==> config.mk <==
export PLATFORM = sky130hd
export DESIGN_NAME = motion_watch_tracking_controller
export DESIGN_NICKNAME = d
export VERILOG_FILES = /design/src/rtl/core/mwtc_pkg.sv /design/src/rtl/core/motion_watch_tracking_controller.sv
export VERILOG_INCLUDE_DIRS = /design/src /design/src/rtl/core
export SDC_FILE = /design/constraint.sdc
export NUM_CORES = 2
export LEC_CHECK = 0
export ABC_CLOCK_PERIOD_IN_PS = 5600
export BUFFER_PORTS_ARGS = -buffer_cell sky130_fd_sc_hd__buf_2
export CAP_MARGIN = 0
export CELL_PAD_IN_SITES_DETAIL_PLACEMENT = 1
export CELL_PAD_IN_SITES_GLOBAL_PLACEMENT = 2
export CORE_MARGIN = 10
export CORE_UTILIZATION = 36
export CTS_CLUSTER_DIAMETER = 100
export CTS_CLUSTER_SIZE = 24
export DETAILED_ROUTE_END_ITERATION = 8
export PLACE_DENSITY_LB_ADDON = 0.3
export SYNTH_ARGS = -nofsm -noshare
export SYNTH_HDL_FRONTEND = slang
export SYNTH_SLANG_ARGS = --single-unit
==> constraint.sdc <==
create_clock -name i_clk -period 5.6 [get_ports i_clk]
set_clock_uncertainty 0.05 [all_clocks]
set_input_delay 0.56 -clock i_clk [delete_from_list [all_inputs] [get_ports i_clk]]
set_output_delay 0.56 -clock i_clk [all_outputs]
set_load 0.02 [all_outputs]
==> src/rtl/core/motion_watch_tracking_controller_assert.svh <==
// Assertion helpers for the motion watch controller.
// Both forms sample on i_clk and are held off while i_rst_n is low.
`ifndef MOTION_WATCH_TRACKING_CONTROLLER_ASSERT_SVH
`define MOTION_WATCH_TRACKING_CONTROLLER_ASSERT_SVH

// cond must hold at every rising edge of i_clk.
`define MWTC_ASSERT_ALWAYS(label, cond, msg) \
    label: assert property (@(posedge i_clk) disable iff (!i_rst_n) (cond)) \
        else $error(msg);

// cons must hold in the cycle after ante.
`define MWTC_ASSERT_NEXT(label, ante, cons, msg) \
    label: assert property (@(posedge i_clk) disable iff (!i_rst_n) (ante) |=> (cons)) \
        else $error(msg);

`endif

==> src/rtl/core/mwtc_pkg.sv <==
`default_nettype none

package mwtc_pkg;

    // Configuration register indexes
    localparam logic [2:0] CFG_MOTION_HOLD = 3'd0;
    localparam logic [2:0] CFG_SCAN_LIMIT  = 3'd1;
    localparam logic [2:0] CFG_CONFIRM     = 3'd2;
    localparam logic [2:0] CFG_COOLDOWN    = 3'd3;
    localparam logic [2:0] CFG_EXIT_HOLD   = 3'd4;
    localparam logic [2:0] CFG_ENTRY_CM    = 3'd5;
    localparam logic [2:0] CFG_EXIT_CM     = 3'd6;
    localparam logic [2:0] CFG_SWEEP_STEP  = 3'd7;

    localparam int unsigned CFG_IDX_W  = 3;
    localparam int unsigned CFG_DATA_W = 20;

    // Config reset values
    localparam logic [15:0] RST_MOTION_HOLD = 16'd500;
    localparam logic [19:0] RST_SCAN_LIMIT  = 20'd20000;
    localparam logic [15:0] RST_CONFIRM     = 16'd3000;
    localparam logic [15:0] RST_COOLDOWN    = 16'd3000;
    localparam logic [15:0] RST_EXIT_HOLD   = 16'd2000;
    localparam logic [9:0]  RST_ENTRY_CM    = 10'd100;
    localparam logic [9:0]  RST_EXIT_CM     = 10'd120;
    localparam logic [7:0]  RST_SWEEP_STEP  = 8'd20;

    // Distance: echo*343/20000. The divide is a shift by 5 followed by
    // a reciprocal multiply for /625 (exact for a 19-bit dividend).
    localparam int unsigned ECHO_W      = 15;
    localparam int unsigned DIST_W      = 10;
    localparam logic [8:0]  ECHO_MUL    = 9'd343;
    localparam int unsigned PROD_W      = 24;
    localparam int unsigned PRE_SHIFT   = 5;
    localparam int unsigned QUOT_IN_W   = PROD_W - PRE_SHIFT;
    localparam logic [19:0] RECIP_625   = 20'd858994;
    localparam int unsigned RECIP_SHIFT = 29;
    localparam int unsigned RECIP_PW    = QUOT_IN_W + 20;
    localparam logic [9:0]  RANGE_RESET = 10'd400;

    // Angles and timing constants
    localparam logic [7:0]  HEAD_RESET  = 8'd90;
    localparam logic [7:0]  HELD_RESET  = 8'd90;
    localparam logic [7:0]  TAIL_RESET  = 8'd120;
    localparam logic [7:0]  TAIL_IDLE   = 8'd40;
    localparam logic [7:0]  TAIL_SCAN   = 8'd130;
    localparam logic [7:0]  TAIL_COOL   = 8'd120;
    localparam logic [7:0]  SWEEP_MAX   = 8'd180;
    localparam logic [7:0]  WOB_LO      = 8'd40;
    localparam logic [7:0]  WOB_HI      = 8'd110;
    localparam logic [7:0]  WOB_STEP    = 8'd5;
    localparam logic [31:0] WOBBLE_MS   = 32'd30;
    localparam logic [31:0] BEEP_MS     = 32'd300;

    // Watch modes, one-hot
    typedef enum logic [4:0] {
        MODE_IDLE = 5'b00001,
        MODE_SCAN = 5'b00010,
        MODE_CONF = 5'b00100,
        MODE_LOCK = 5'b01000,
        MODE_COOL = 5'b10000
    } t_mode;

    localparam logic [2:0] CODE_IDLE = 3'd0;
    localparam logic [2:0] CODE_SCAN = 3'd1;
    localparam logic [2:0] CODE_CONF = 3'd2;
    localparam logic [2:0] CODE_LOCK = 3'd3;
    localparam logic [2:0] CODE_COOL = 3'd4;

    function automatic logic [2:0] mode_code(input t_mode m);
        logic [2:0] c;
        unique case (m)
            MODE_IDLE: c = CODE_IDLE;
            MODE_SCAN: c = CODE_SCAN;
            MODE_CONF: c = CODE_CONF;
            MODE_LOCK: c = CODE_LOCK;
            MODE_COOL: c = CODE_COOL;
            default:   c = CODE_IDLE;
        endcase
        return c;
    endfunction

endpackage

`default_nettype wire

==> src/rtl/core/motion_watch_tracking_controller.sv <==
// Pipeline: an input item passes the multiply stage, the reciprocal-divide stage, then the
//   watch-machine update into the result register, from which its result is presented.
// Throughput: one item per cycle while m_axis_tready does not stall the output; the watch
//   state is read and written in the last stage only.
// Reset: i_rst_n is synchronous, active low; it empties the pipeline, sets the watch state
//   to idle with its documented start values and reloads all config registers to defaults.
`default_nettype none

module motion_watch_tracking_controller
    import mwtc_pkg::*;
(
    input  wire logic                  i_clk,
    input  wire logic                  i_rst_n,
    // input items
    input  wire logic                  s_axis_tvalid,
    output logic                       s_axis_tready,
    // [31:0] time_ms, [32] motion, [47:33] echo_us
    input  wire logic [47:0]           s_axis_tdata,
    // result items
    output logic                       m_axis_tvalid,
    input  wire logic                  m_axis_tready,
    // [2:0] mode, [10:3] head_angle, [18:11] tail_deg, [26:19] lock_angle,
    // [27] stand, [28] buzzer_on, [38:29] distance_cm, [39] zero
    output logic [39:0]                m_axis_tdata,
    // config writes
    input  wire logic                  i_cfg_valid,
    output logic                       o_cfg_ready,
    input  wire logic [CFG_IDX_W-1:0]  i_cfg_index,
    input  wire logic [CFG_DATA_W-1:0] i_cfg_data
);

    // ------------------------------------------------------------------
    // Config registers
    // ------------------------------------------------------------------
    logic [15:0] r_motion_hold;
    logic [19:0] r_scan_limit;
    logic [15:0] r_confirm;
    logic [15:0] r_cooldown;
    logic [15:0] r_exit_hold;
    logic [9:0]  r_entry_cm;
    logic [9:0]  r_exit_cm;
    logic [7:0]  r_sweep_step;

    assign o_cfg_ready = 1'b1;

    always_ff @(posedge i_clk) begin
        if (!i_rst_n) begin
            r_motion_hold <= RST_MOTION_HOLD;
            r_scan_limit  <= RST_SCAN_LIMIT;
            r_confirm     <= RST_CONFIRM;
            r_cooldown    <= RST_COOLDOWN;
            r_exit_hold   <= RST_EXIT_HOLD;
            r_entry_cm    <= RST_ENTRY_CM;
            r_exit_cm     <= RST_EXIT_CM;
            r_sweep_step  <= RST_SWEEP_STEP;
        end else if (i_cfg_valid) begin
            unique case (i_cfg_index)
                CFG_MOTION_HOLD: r_motion_hold <= i_cfg_data[15:0];
                CFG_SCAN_LIMIT:  r_scan_limit  <= i_cfg_data[19:0];
                CFG_CONFIRM:     r_confirm     <= i_cfg_data[15:0];
                CFG_COOLDOWN:    r_cooldown    <= i_cfg_data[15:0];
                CFG_EXIT_HOLD:   r_exit_hold   <= i_cfg_data[15:0];
                CFG_ENTRY_CM:    r_entry_cm    <= i_cfg_data[9:0];
                CFG_EXIT_CM:     r_exit_cm     <= i_cfg_data[9:0];
                CFG_SWEEP_STEP:  r_sweep_step  <= i_cfg_data[7:0];
            endcase
        end
    end

    // ------------------------------------------------------------------
    // Pipeline handshake. Each stage moves when the one after it is empty
    // or moving, so bubbles close up while the output is stalled.
    // ------------------------------------------------------------------
    logic r_a_valid, r_b_valid, r_c_valid;
    logic c_free, b_free, a_free, upd;

    assign c_free        = !r_c_valid || m_axis_tready;
    assign b_free        = !r_b_valid || c_free;
    assign a_free        = !r_a_valid || b_free;
    assign upd           = r_b_valid && c_free;   // item enters the watch machine
    assign s_axis_tready = a_free;
    assign m_axis_tvalid = r_c_valid;

    always_ff @(posedge i_clk) begin
        if (!i_rst_n) begin
            r_a_valid <= 1'b0;
            r_b_valid <= 1'b0;
            r_c_valid <= 1'b0;
        end else begin
            if (a_free) r_a_valid <= s_axis_tvalid;
            if (b_free) r_b_valid <= r_a_valid;
            if (c_free) r_c_valid <= r_b_valid;
        end
    end

    // Stage A: echo * 343
    logic [31:0]       r_a_time;
    logic              r_a_motion;
    logic              r_a_echo_nz;
    logic [PROD_W-1:0] r_a_prod;

    always_ff @(posedge i_clk) begin
        if (a_free && s_axis_tvalid) begin
            r_a_time    <= s_axis_tdata[31:0];
            r_a_motion  <= s_axis_tdata[32];
            r_a_echo_nz <= (s_axis_tdata[47:33] != '0);
            r_a_prod    <= PROD_W'(s_axis_tdata[47:33]) * PROD_W'(ECHO_MUL);
        end
    end

    // Stage B: divide by 20000 = (prod >> 5) * ceil(2^29/625) >> 29
    logic [RECIP_PW-1:0] recip_prod;
    logic [31:0]         r_b_time;
    logic                r_b_motion;
    logic                r_b_echo_nz;
    logic [DIST_W-1:0]   r_b_dist;

    assign recip_prod = RECIP_PW'(r_a_prod[PROD_W-1:PRE_SHIFT]) * RECIP_PW'(RECIP_625);

    always_ff @(posedge i_clk) begin
        if (b_free && r_a_valid) begin
            r_b_time    <= r_a_time;
            r_b_motion  <= r_a_motion;
            r_b_echo_nz <= r_a_echo_nz;
            r_b_dist    <= recip_prod[RECIP_SHIFT +: DIST_W];
        end
    end

    // ------------------------------------------------------------------
    // Watch machine state
    // ------------------------------------------------------------------
    t_mode       r_mode,          n_mode;
    logic [31:0] r_motion_since,  n_motion_since;
    logic [31:0] r_scan_since,    n_scan_since;
    logic [31:0] r_confirm_since, n_confirm_since;
    logic [31:0] r_cool_since,    n_cool_since;
    logic [31:0] r_leave_since,   n_leave_since;
    logic [31:0] r_last_sweep,    n_last_sweep;
    logic [31:0] r_last_wobble,   n_last_wobble;
    logic [31:0] r_last_beep,     n_last_beep;
    logic [7:0]  r_sweep_pos,     n_sweep_pos;
    logic        r_sweep_down,    n_sweep_down;
    logic [7:0]  r_held_angle,    n_held_angle;
    logic [7:0]  r_wobble_pos,    n_wobble_pos;
    logic        r_wobble_down,   n_wobble_down;
    logic [7:0]  r_head_cmd,      n_head_cmd;
    logic [7:0]  r_tail_cmd,      n_tail_cmd;
    logic        r_standing,      n_standing;
    logic        r_beep,          n_beep;
    logic [9:0]  r_range,         n_range;

    // Per-pass helper values
    logic [31:0] t;
    logic [31:0] motion_mark, leave_mark;
    logic [7:0]  sweep_step_pos, wobble_step_pos;
    logic        wobble_due;

    assign t       = r_b_time;
    assign n_range = r_b_echo_nz ? r_b_dist : r_range;   // zero echo keeps last distance

    // zero timestamp doubles as "timer not started"
    assign motion_mark = (r_motion_since == '0) ? t : r_motion_since;
    assign leave_mark  = (r_leave_since == '0) ? t : r_leave_since;

    assign sweep_step_pos  = r_sweep_down ? (r_sweep_pos - 8'd1) : (r_sweep_pos + 8'd1);
    assign wobble_step_pos = r_wobble_down ? (r_wobble_pos - WOB_STEP)
                                           : (r_wobble_pos + WOB_STEP);
    assign wobble_due      = (t - r_last_wobble) >= WOBBLE_MS;

    always_comb begin
        n_mode          = r_mode;
        n_motion_since  = r_motion_since;
        n_scan_since    = r_scan_since;
        n_confirm_since = r_confirm_since;
        n_cool_since    = r_cool_since;
        n_leave_since   = r_leave_since;
        n_last_sweep    = r_last_sweep;
        n_last_wobble   = r_last_wobble;
        n_last_beep     = r_last_beep;
        n_sweep_pos     = r_sweep_pos;
        n_sweep_down    = r_sweep_down;
        n_held_angle    = r_held_angle;
        n_wobble_pos    = r_wobble_pos;
        n_wobble_down   = r_wobble_down;
        n_head_cmd      = r_head_cmd;
        n_tail_cmd      = r_tail_cmd;
        n_standing      = r_standing;
        n_beep          = r_beep;

        unique case (r_mode)
            MODE_IDLE: begin
                n_tail_cmd = TAIL_IDLE;
                if (r_b_motion) begin
                    n_motion_since = motion_mark;
                    if ((t - motion_mark) >= 32'(r_motion_hold)) begin
                        n_mode         = MODE_SCAN;
                        n_scan_since   = t;
                        n_motion_since = '0;
                    end
                end else begin
                    n_motion_since = '0;
                end
            end
            MODE_SCAN: begin
                n_tail_cmd = TAIL_SCAN;
                if ((t - r_last_sweep) > 32'(r_sweep_step)) begin
                    n_last_sweep = t;
                    n_sweep_pos  = sweep_step_pos;
                    n_head_cmd   = sweep_step_pos;
                    if (sweep_step_pos >= SWEEP_MAX || sweep_step_pos == '0)
                        n_sweep_down = !r_sweep_down;
                end
                // capture the angle reached in this same pass
                if (n_range < r_entry_cm) begin
                    n_held_angle    = n_sweep_pos;
                    n_confirm_since = t;
                    n_mode          = MODE_CONF;
                    n_wobble_pos    = WOB_LO;
                    n_wobble_down   = 1'b0;
                end
                // timeout overrides a target seen in the same pass
                if ((t - r_scan_since) >= 32'(r_scan_limit)) begin
                    n_mode       = MODE_COOL;
                    n_cool_since = t;
                end
            end
            MODE_CONF: begin
                if (wobble_due) begin
                    n_last_wobble = t;
                    n_wobble_pos  = wobble_step_pos;
                    n_tail_cmd    = wobble_step_pos;
                    if (wobble_step_pos > WOB_HI || wobble_step_pos < WOB_LO)
                        n_wobble_down = !r_wobble_down;
                end
                n_head_cmd = r_held_angle;
                // falls back to scanning with the scan timer still running
                if (n_range > r_entry_cm)
                    n_mode = MODE_SCAN;
                else if ((t - r_confirm_since) >= 32'(r_confirm))
                    n_mode = MODE_LOCK;
            end
            MODE_LOCK: begin
                n_standing = 1'b1;
                if (wobble_due) begin
                    n_last_wobble = t;
                    n_wobble_pos  = wobble_step_pos;
                    n_tail_cmd    = wobble_step_pos;
                    if (wobble_step_pos > WOB_HI || wobble_step_pos < WOB_LO)
                        n_wobble_down = !r_wobble_down;
                end
                n_head_cmd = r_held_angle;
                if (n_range > r_exit_cm) begin
                    n_leave_since = leave_mark;
                    if ((t - leave_mark) >= 32'(r_exit_hold)) begin
                        n_mode        = MODE_SCAN;
                        n_scan_since  = t;
                        n_leave_since = '0;
                    end
                end else begin
                    n_leave_since = '0;
                end
            end
            MODE_COOL: begin
                n_tail_cmd = TAIL_COOL;
                n_standing = 1'b0;
                if ((t - r_cool_since) >= 32'(r_cooldown))
                    n_mode = MODE_IDLE;
            end
            default: begin
            end
        endcase

        // buzzer toggles only while locked after this pass
        if (n_mode == MODE_LOCK) begin
            if ((t - r_last_beep) >= BEEP_MS) begin
                n_last_beep = t;
                n_beep      = !r_beep;
            end
        end else begin
            n_beep = 1'b0;
        end
    end

    always_ff @(posedge i_clk) begin
        if (!i_rst_n) begin
            r_mode          <= MODE_IDLE;
            r_motion_since  <= '0;
            r_scan_since    <= '0;
            r_confirm_since <= '0;
            r_cool_since    <= '0;
            r_leave_since   <= '0;
            r_last_sweep    <= '0;
            r_last_wobble   <= '0;
            r_last_beep     <= '0;
            r_sweep_pos     <= '0;
            r_sweep_down    <= 1'b0;
            r_held_angle    <= HELD_RESET;
            r_wobble_pos    <= WOB_LO;
            r_wobble_down   <= 1'b0;
            r_head_cmd      <= HEAD_RESET;
            r_tail_cmd      <= TAIL_RESET;
            r_standing      <= 1'b0;
            r_beep          <= 1'b0;
            r_range         <= RANGE_RESET;
        end else if (upd) begin
            r_mode          <= n_mode;
            r_motion_since  <= n_motion_since;
            r_scan_since    <= n_scan_since;
            r_confirm_since <= n_confirm_since;
            r_cool_since    <= n_cool_since;
            r_leave_since   <= n_leave_since;
            r_last_sweep    <= n_last_sweep;
            r_last_wobble   <= n_last_wobble;
            r_last_beep     <= n_last_beep;
            r_sweep_pos     <= n_sweep_pos;
            r_sweep_down    <= n_sweep_down;
            r_held_angle    <= n_held_angle;
            r_wobble_pos    <= n_wobble_pos;
            r_wobble_down   <= n_wobble_down;
            r_head_cmd      <= n_head_cmd;
            r_tail_cmd      <= n_tail_cmd;
            r_standing      <= n_standing;
            r_beep          <= n_beep;
            r_range         <= n_range;
        end
    end

    // Result register
    logic [39:0] r_out_data;

    always_ff @(posedge i_clk) begin
        if (upd) begin
            r_out_data <= {1'b0, n_range, n_beep, n_standing, n_held_angle,
                           n_tail_cmd, n_head_cmd, mode_code(n_mode)};
        end
    end

    assign m_axis_tdata = r_out_data;

    // ------------------------------------------------------------------
    // Assertions
    // ------------------------------------------------------------------
    `include "motion_watch_tracking_controller_assert.svh"

    `MWTC_ASSERT_ALWAYS(a_beep_only_locked, !r_beep || r_mode == MODE_LOCK, "buzzer on outside lock")
    `MWTC_ASSERT_NEXT(a_mode_holds_idle, !upd, $stable(r_mode), "mode moved without an item")
    `MWTC_ASSERT_NEXT(a_idle_exit, upd && r_mode == MODE_IDLE, r_mode == MODE_IDLE || r_mode == MODE_SCAN, "idle left to a mode other than scanning")
    `MWTC_ASSERT_ALWAYS(a_sweep_range, r_sweep_pos <= SWEEP_MAX && r_held_angle <= SWEEP_MAX, "head angle out of range")
    `MWTC_ASSERT_NEXT(a_result_follows, upd, m_axis_tvalid, "result register not loaded")

endmodule

`default_nettype wire

Yosys cells after proc, flatten, opt, wreduce, memory -nomap -nowiden
Index checks and enable logic that the tools add are counted.
{"block": "totals", "ff_bits": 571, "in_bits": 76, "output_inout_bits": 43, "wordCells": 174}
{"block": "op_classes", "addsub": 12, "multipliers": 2, "magnitude_cmp": 14, "eq_ne": 23, "mux": 42, "reduce_logical": 42}
{"op": "$mux W32", "n": 10}
{"op": "$sub A32 B32 Y32", "n": 8}
{"op": "$ge A32 B16 Y1", "n": 4}
{"op": "$mux W8", "n": 9}
{"op": "$logic_not A32 Y1", "n": 2}
{"op": "$pmux W32 S2", "n": 1}
{"op": "$mux W5", "n": 9}
{"op": "$mul A19 B19 Y38 const B", "n": 1}
{"op": "$ge A32 B20 Y1", "n": 1}
{"op": "$ge A32 B5 Y1 const B", "n": 1}
{"op": "$ge A32 B9 Y1 const B", "n": 1}
{"op": "$gt A32 B8 Y1", "n": 1}
{"op": "$pmux W8 S2", "n": 2}
{"op": "$pmux W8 S4", "n": 1}
{"op": "$pmux W5 S5", "n": 1}
{"op": "$mul A15 B9 Y24 const B", "n": 1}
{"op": "$reduce_and A2 Y1", "n": 11}
{"op": "$gt A10 B10 Y1", "n": 2}
{"op": "$reduce_and A3 Y1", "n": 5}
{"op": "$reduce_bool A15 Y1", "n": 1}
{"op": "$eq A3 B3 Y1 const B", "n": 4}
{"op": "$pmux W3 S4", "n": 1}
{"op": "$eq A5 B2 Y1 const B", "n": 2}
{"op": "$eq A5 B3 Y1 const B", "n": 2}
{"op": "other kinds (28)", "n": 54}

Logic depth before layout (Yosys ltp)
{"block": "logic_depth", "ltp_word": 9, "depth_mapped": 29}

Worst setup path after synthesis
Ideal clock, no wire load.
{"block": "synth_timing", "path_kind": "register -> register", "from": "register r_leave_since[24]", "to": "register r_last_beep[1]", "t_arrival_ps": 5889, "path_slack_ps": -409, "stages_incl_launch_ff": 29, "path_buffers": 4, "period_less_slack_ps": 6009, "path_cell_list": "dfxtp_1 -> nor4_1 -> nand4_1 -> nor2_1 -> clkbuf_1 -> a21o_1 -> ha_1 -> inv_1 -> fa_1 -> a211oi_1 -> nor4b_1 -> or3_1 -> a21oi_1 -> xnor2_1 -> ha_1 -> a21oi_1 -> a21boi_0 -> a2111oi_0 -> o2111ai_1 -> and4b_1 -> nand4_1 -> or4b_1 -> clkbuf_1 -> a21oi_1 -> or2_1 -> buf_2 -> buf_2 -> nand3_1 -> a21oi_1"}
{"block": "synth_between", "elab_chain_len": 9}
{"element": "from (decl)", "line_no": "motion_watch_tracking_controller.sv:137", "source": "logic [31:0] r_leave_since, n_leave_since;"}
{"element": "from (signal assigned)", "line_no": "motion_watch_tracking_controller.sv:311", "source": "r_leave_since <= n_leave_since;"}
{"element": "$logic_not A32 Y1", "line_no": "motion_watch_tracking_controller.sv:163", "source": "assign leave_mark = (r_leave_since == '0) ? t : r_leave_since;"}
{"element": "$mux W32 *", "line_no": "motion_watch_tracking_controller.sv:163"}
{"element": "$sub A32 B32 Y32 *", "line_no": "motion_watch_tracking_controller.sv:254", "source": "if ((t - leave_mark) >= 32'(r_exit_hold)) begin"}
{"element": "$ge A32 B16 Y1 *", "line_no": "motion_watch_tracking_controller.sv:254"}
{"element": "$mux W5 *", "line_no": "motion_watch_tracking_controller.sv:254"}
{"element": "$mux W5 *", "line_no": "motion_watch_tracking_controller.sv:252", "source": "if (n_range > r_exit_cm) begin"}
{"element": "$pmux W5 S5 *", "line_no": "motion_watch_tracking_controller.sv:190", "source": "unique case (r_mode)"}
{"element": "$eq A5 B4 Y1 *", "line_no": "motion_watch_tracking_controller.sv:274", "source": "if (n_mode == MODE_LOCK) begin"}
{"element": "$reduce_and A3 Y1 (no source line) *"}
{"element": "to (signal assigned)", "line_no": "motion_watch_tracking_controller.sv:314", "source": "r_last_beep <= n_last_beep;"}
{"element": "to (decl)", "line_no": "motion_watch_tracking_controller.sv:140", "source": "logic [31:0] r_last_beep, n_last_beep;"}
Mark *: on every way between the ends. The rest lies on a longest branch, timed or not.
A chain may end at the register's enable or synchronous reset.

Worst setup path after layout
{"block": "layout_timing", "from": "register r_leave_since[3]", "to": "register r_last_beep[20]"}
The elaborated chain is that of the path after synthesis.

==> flow_results.org <==
** Worst setup path
- Worst r2r path cells :: 27
- Terminus of the critical flop-to-flop path :: r_last_beep[20]
- Critical path arrival :: between 6 and 7 ns
- Kind of cell with the highest combined delay on the critical path :: simple AND/OR/NAND/NOR gates
- Critical Path Most Common Cell :: a21oi_4
- Data on the critical path is required at its endpoint by 6.10 ns.
- Reg2reg setup slack :: -0.73 ns
- Crit path buf inv count :: 4
- For this run, the slowest stage of the critical path takes roughly 0.56 ns.
- Peak fanout along the critical path :: 8
- Startpoint type of the worst setup path :: flop
- The worst setup path is captured at a flop.
- In this run the critical register-to-register path is launched from r_leave_since[3].
- The slowest stage of the critical path belongs to the cell or4b_4.
- Critical path start-end classification :: reg -> reg

** Global route
- The initial antenna violation count came to 8.
- Entering global routing, the biggest net connects 134 pins.
- Number of global-route vias before repair :: 47300
- Most used routing layer in global routing :: met2
- Summed over all layers, the global routing overflow is 0.
- All-Layer GR Usage :: 23.5%
- Wire length of the first global-routing pass :: 282000 microns
- Met1 demand-to-capacity share in global routing :: 30.9%
- Met2 GRT Util :: 41.1%
- Global-route track usage on met3 :: 2.59%

** Finish
- Layout fillers :: 15800
- The post-route netlist has 18.6% of its cells at a drive strength greater than 1.
- At the end of the flow, the number of nets in the layout was ~7300.
- From synthesis to final layout, the design area changed by 22.3%.

** Logic synthesis
- Dividing the synthesized area by the synthesized cell count gives roughly 8.3 sq um.
- Primary flip-flop cell chosen by synthesis mapping :: dfxtp_1
- The share of synthesized area in the top cell type comes to 17.7%.
- Syn. warnings :: 0
- After synthesis the netlist holds a flip-flop and latch count of 566.
- Netlist Area Pre-Place :: about 50000 sq um
- Share of flip-flops with an asynchronous set or reset :: 0%
- Yosys mapped the design onto 104 distinct sky130hd cell types.
- dfxtp_1 takes more of the synthesized area than any other cell.
- Number of synthesized flops with an enable pin :: 136
- Net count after synthesis :: 6708
- Synthesis handed over a netlist of just under 6000 instances.
- Sequential cells were found to cover 26.1% of the synthesized design area.
- Ranked by total cell area, the synthesized netlist is headed by dfxtp_1 18%, ha_1 15%, edfxtp_1 8.4%.

** STA
- The final hold violation count was 0.
- Finish-stage setup viols :: roughly 180
- In this run the tightest slew margin relative to its limit is 24.7%.
- Timing would allow up to approximately 160 MHz.
- Hold is met by 0.0510 ns.
- Post-Route Setup TNS :: -77.78 ns
- Setup repair after global routing could not meet its margin everywhere.
- Counting I/O delays and the setup requirement, the final critical path takes 6.33 ns.
- Tightest Pin Transition :: 1.12 ns
- The max-slew violation count is 0.
- Dividing the final minimum period by the clock period gives 113%.
- Slack of the critical path :: -0.727 ns

** Clock tree
- Clock latency on the worst-skew pair, taken at its later pin, is 0.68 ns.
- Clock Sink Count :: 566
- Clock-pin slew was measured on the worst setup and hold paths at 0.10 ns.
- Root Driver :: clkbuf_16
- Max Root-Sink Buffers :: 3
- H-tree levels :: 2
- CTS Buf Count :: 41
- Clock tree from TritonCTS :: yes

** Drt
- Routed WL per cell :: 22.5 microns
- Drt first pass iters :: 5
- Total number of vias :: ~45000
- Antenna Violating Nets Remaining :: 0
- In this run, the number of DRC markers left after iteration 0 of detailed routing was approximately 2500.
- # DRC :: 0
- After detailed routing, the total wire length is 186000 microns.
- After detailed routing, the number of vias per cell comes to 5.49.

** Worst hold path
- Type of the worst min-delay path :: in -> reg
- Launch instance of the worst min-delay path :: s_axis_tdata[15]
- Along the worst hold path, the cell count comes to 1.
- Endpoint, Worst Hold :: r_a_time[15]

** Placed design
- Gp weighted congestion :: 0.911
- The count of buffers added on input and output ports is roughly 120.
- Once detailed placement completed, the half-perimeter wirelength came to 142000 microns.
- Worst slack after detailed placement :: -0.783 ns

** Floorplan
- Vertical extent of the die :: between 300 and 400 microns
- Initial Utilization :: a little over a third
- The initialized floorplan defines around 130 standard-cell rows.
- Full die area :: 150000 sq um
- Number of I/O pins :: roughly 120
- Chip width :: around 390 microns
- In this run the standard cell core region covers 134000 sq um.

** Run status
- The final reports fail on negative setup slack.
- The run finished, with violations left.

** Run
- The tool flagged a number of max-cap violations equal to 0.
## worst register-to-register path: stages (launching register included)
cell and delay [ns]:
dfxtp_1 0.33, nor4_1 0.37, nand4_1 0.19, nor2_2 0.20, a21o_1 0.17, ha_2 0.19
inv_2 0.04, fa_2 0.41, a211oi_4 0.34, nor4b_4 0.09, or3_4 0.43, a21oi_4 0.15
xnor2_2 0.16, ha_4 0.26, a21oi_4 0.15, a21boi_2 0.07, a2111oi_2 0.34, o2111ai_1 0.16
and4b_1 0.31, nand4_1 0.18, buf_4 0.19, or4b_4 0.56, a21oi_4 0.19, buf_6 0.13
nor2_4 0.07, buf_8 0.23, o21ai_0 0.15, a21oi_1 0.09
## registers in the layout, summed over array words and instances (netlist names), 19 cells and up
signal and count:
r_leave_since 32, r_last_wobble 32, r_motion_since 32, r_scan_since 32, r_confirm_since 32, r_scan_limit 20, r_a_prod 19, r_last_sweep 32
r_last_beep 32, m_axis_tdata 39, r_cool_since 32, r_b_time 32, r_a_time 32
## placed cells by master, fill, tap and decap left out, drive strengths merged, types with 29 or more instances in the layout
cell type	count
a2bb2oi	29
o211ai	85
nand2b	51
ha	598
fa	193
o21ai	268
xnor2	109
and3	31
edfxtp	136
nor2b	38
dlygate4sd3	31
nor3	108
nand4	71
nor2	386
a21oi	573
clkbuf	59
nand3	180
nor4	50
o21a	58
mux2i	133
and2	36
buf	793
xor2	86
inv	733
a31oi	48
nand2	543
a21o	113
dfxtp	430
a211oi	48
## metal layers
metal  routed length, microns  vias to the layer above
li1                         -                    21700
met1                    83900                    22700
met2                    89900                      746
met3                     7480                      198
met4                     4730                        4
met5                       20                        -
## worst max path at each step
stage | startpoint | to | slack [ns] | cells past startpoint
after floorplan | r_a_prod[13] | r_b_dist[9] | 0.003 | 19
after global placement | r_leave_since[24] | r_last_beep[25] | -0.60 | 25
after detailed placement | r_leave_since[24] | r_last_beep[25] | -0.78 | 25
after CTS | r_leave_since[24] | r_last_beep[19] | -0.63 | 27
after global routing | r_leave_since[22] | r_last_beep[4] | -0.93 | 27
final | r_leave_since[3] | r_last_beep[20] | -0.73 | 27
## cell usage after synthesis (19+ instances only)
master     count
nand4_1       71
or3_1         19
nor2b_1       38
o211ai_1      85
a211oi_1      48
ha_1         598
o31ai_1       19
nand3_1      179
o21a_1        58
a31oi_1       48
xor2_1        86
nand2b_1      51
o2111ai_1     22
o21ai_0      262
fa_1         193
nor2_1       386
o21bai_1      27
mux2i_1      133
and3_1        30
a2bb2oi_1     29
nand2_1      543
clkbuf_1     225
nor3_1       108
mux2_2        20
a21oi_1      571
dfxtp_1      430
a21o_1       113
and2_1        33
edfxtp_1     136
xnor2_1      109
inv_1        711
nor4_1        48
## through the flow
| step | cells | cell area [sq um] | utilization, % |
|---|---|---|---|
| 5_1_grt | 8252 | 59500 | 44.5 |
| 6_report | 8253 | 59500 | 44.5 |
| 3_5_place_dp | 8068 | 55300 | 41.4 |
| 2_1_floorplan | 5841 | 48800 | - |
| 3_3_place_gp | 8068 | 55300 | 41.4 |
| 4_1_cts | 8217 | 58100 | 43.4 |
## cell families (layout without fill, tap and decap cells)
kind of cell | count (synthesis) | in the layout | synth area share (%)
compound gates | 1520 | 1520 | 19.9
xor+xnor | 195 | 195 | 3.51
fa+ha+maj | 791 | 791 | 23.3
buf+inv | 982 | 1625 | 7.93
flops | 566 | 566 | 26.1
mux | 153 | 153 | 3.20
other cells | 2 | 3 | 0.0154
simple gates | 1632 | 1632 | 16.1
## final cells by class
class | instances | area (sq um) | area share, %
timing repair buffer | 837 | 6860 | 11.5
sequential | 566 | 12700 | 21.3
multi-input combinational | 4293 | 33600 | 56.5
inverter | 713 | 2690 | 4.52
clock inverter | 29 | 350 | 0.589
clock buffer | 46 | 1040 | 1.76
tap | 1768 | 2210 | 3.72
antenna | 1 | 2.50 | 0.00421
## repair_timing
action,4_1_cts,5_1_grt
pin swaps,95,176
hold endpoints to repair,31,0
cloned,6,14
resized for setup,139,241
setup endpoints to repair,255,305
setup buffers,38,28
hold buffers,31,0
Power is left out: the tool's default activity adds up to more than one toggle a clock period on the data nets, which glitch-free logic cannot reach.
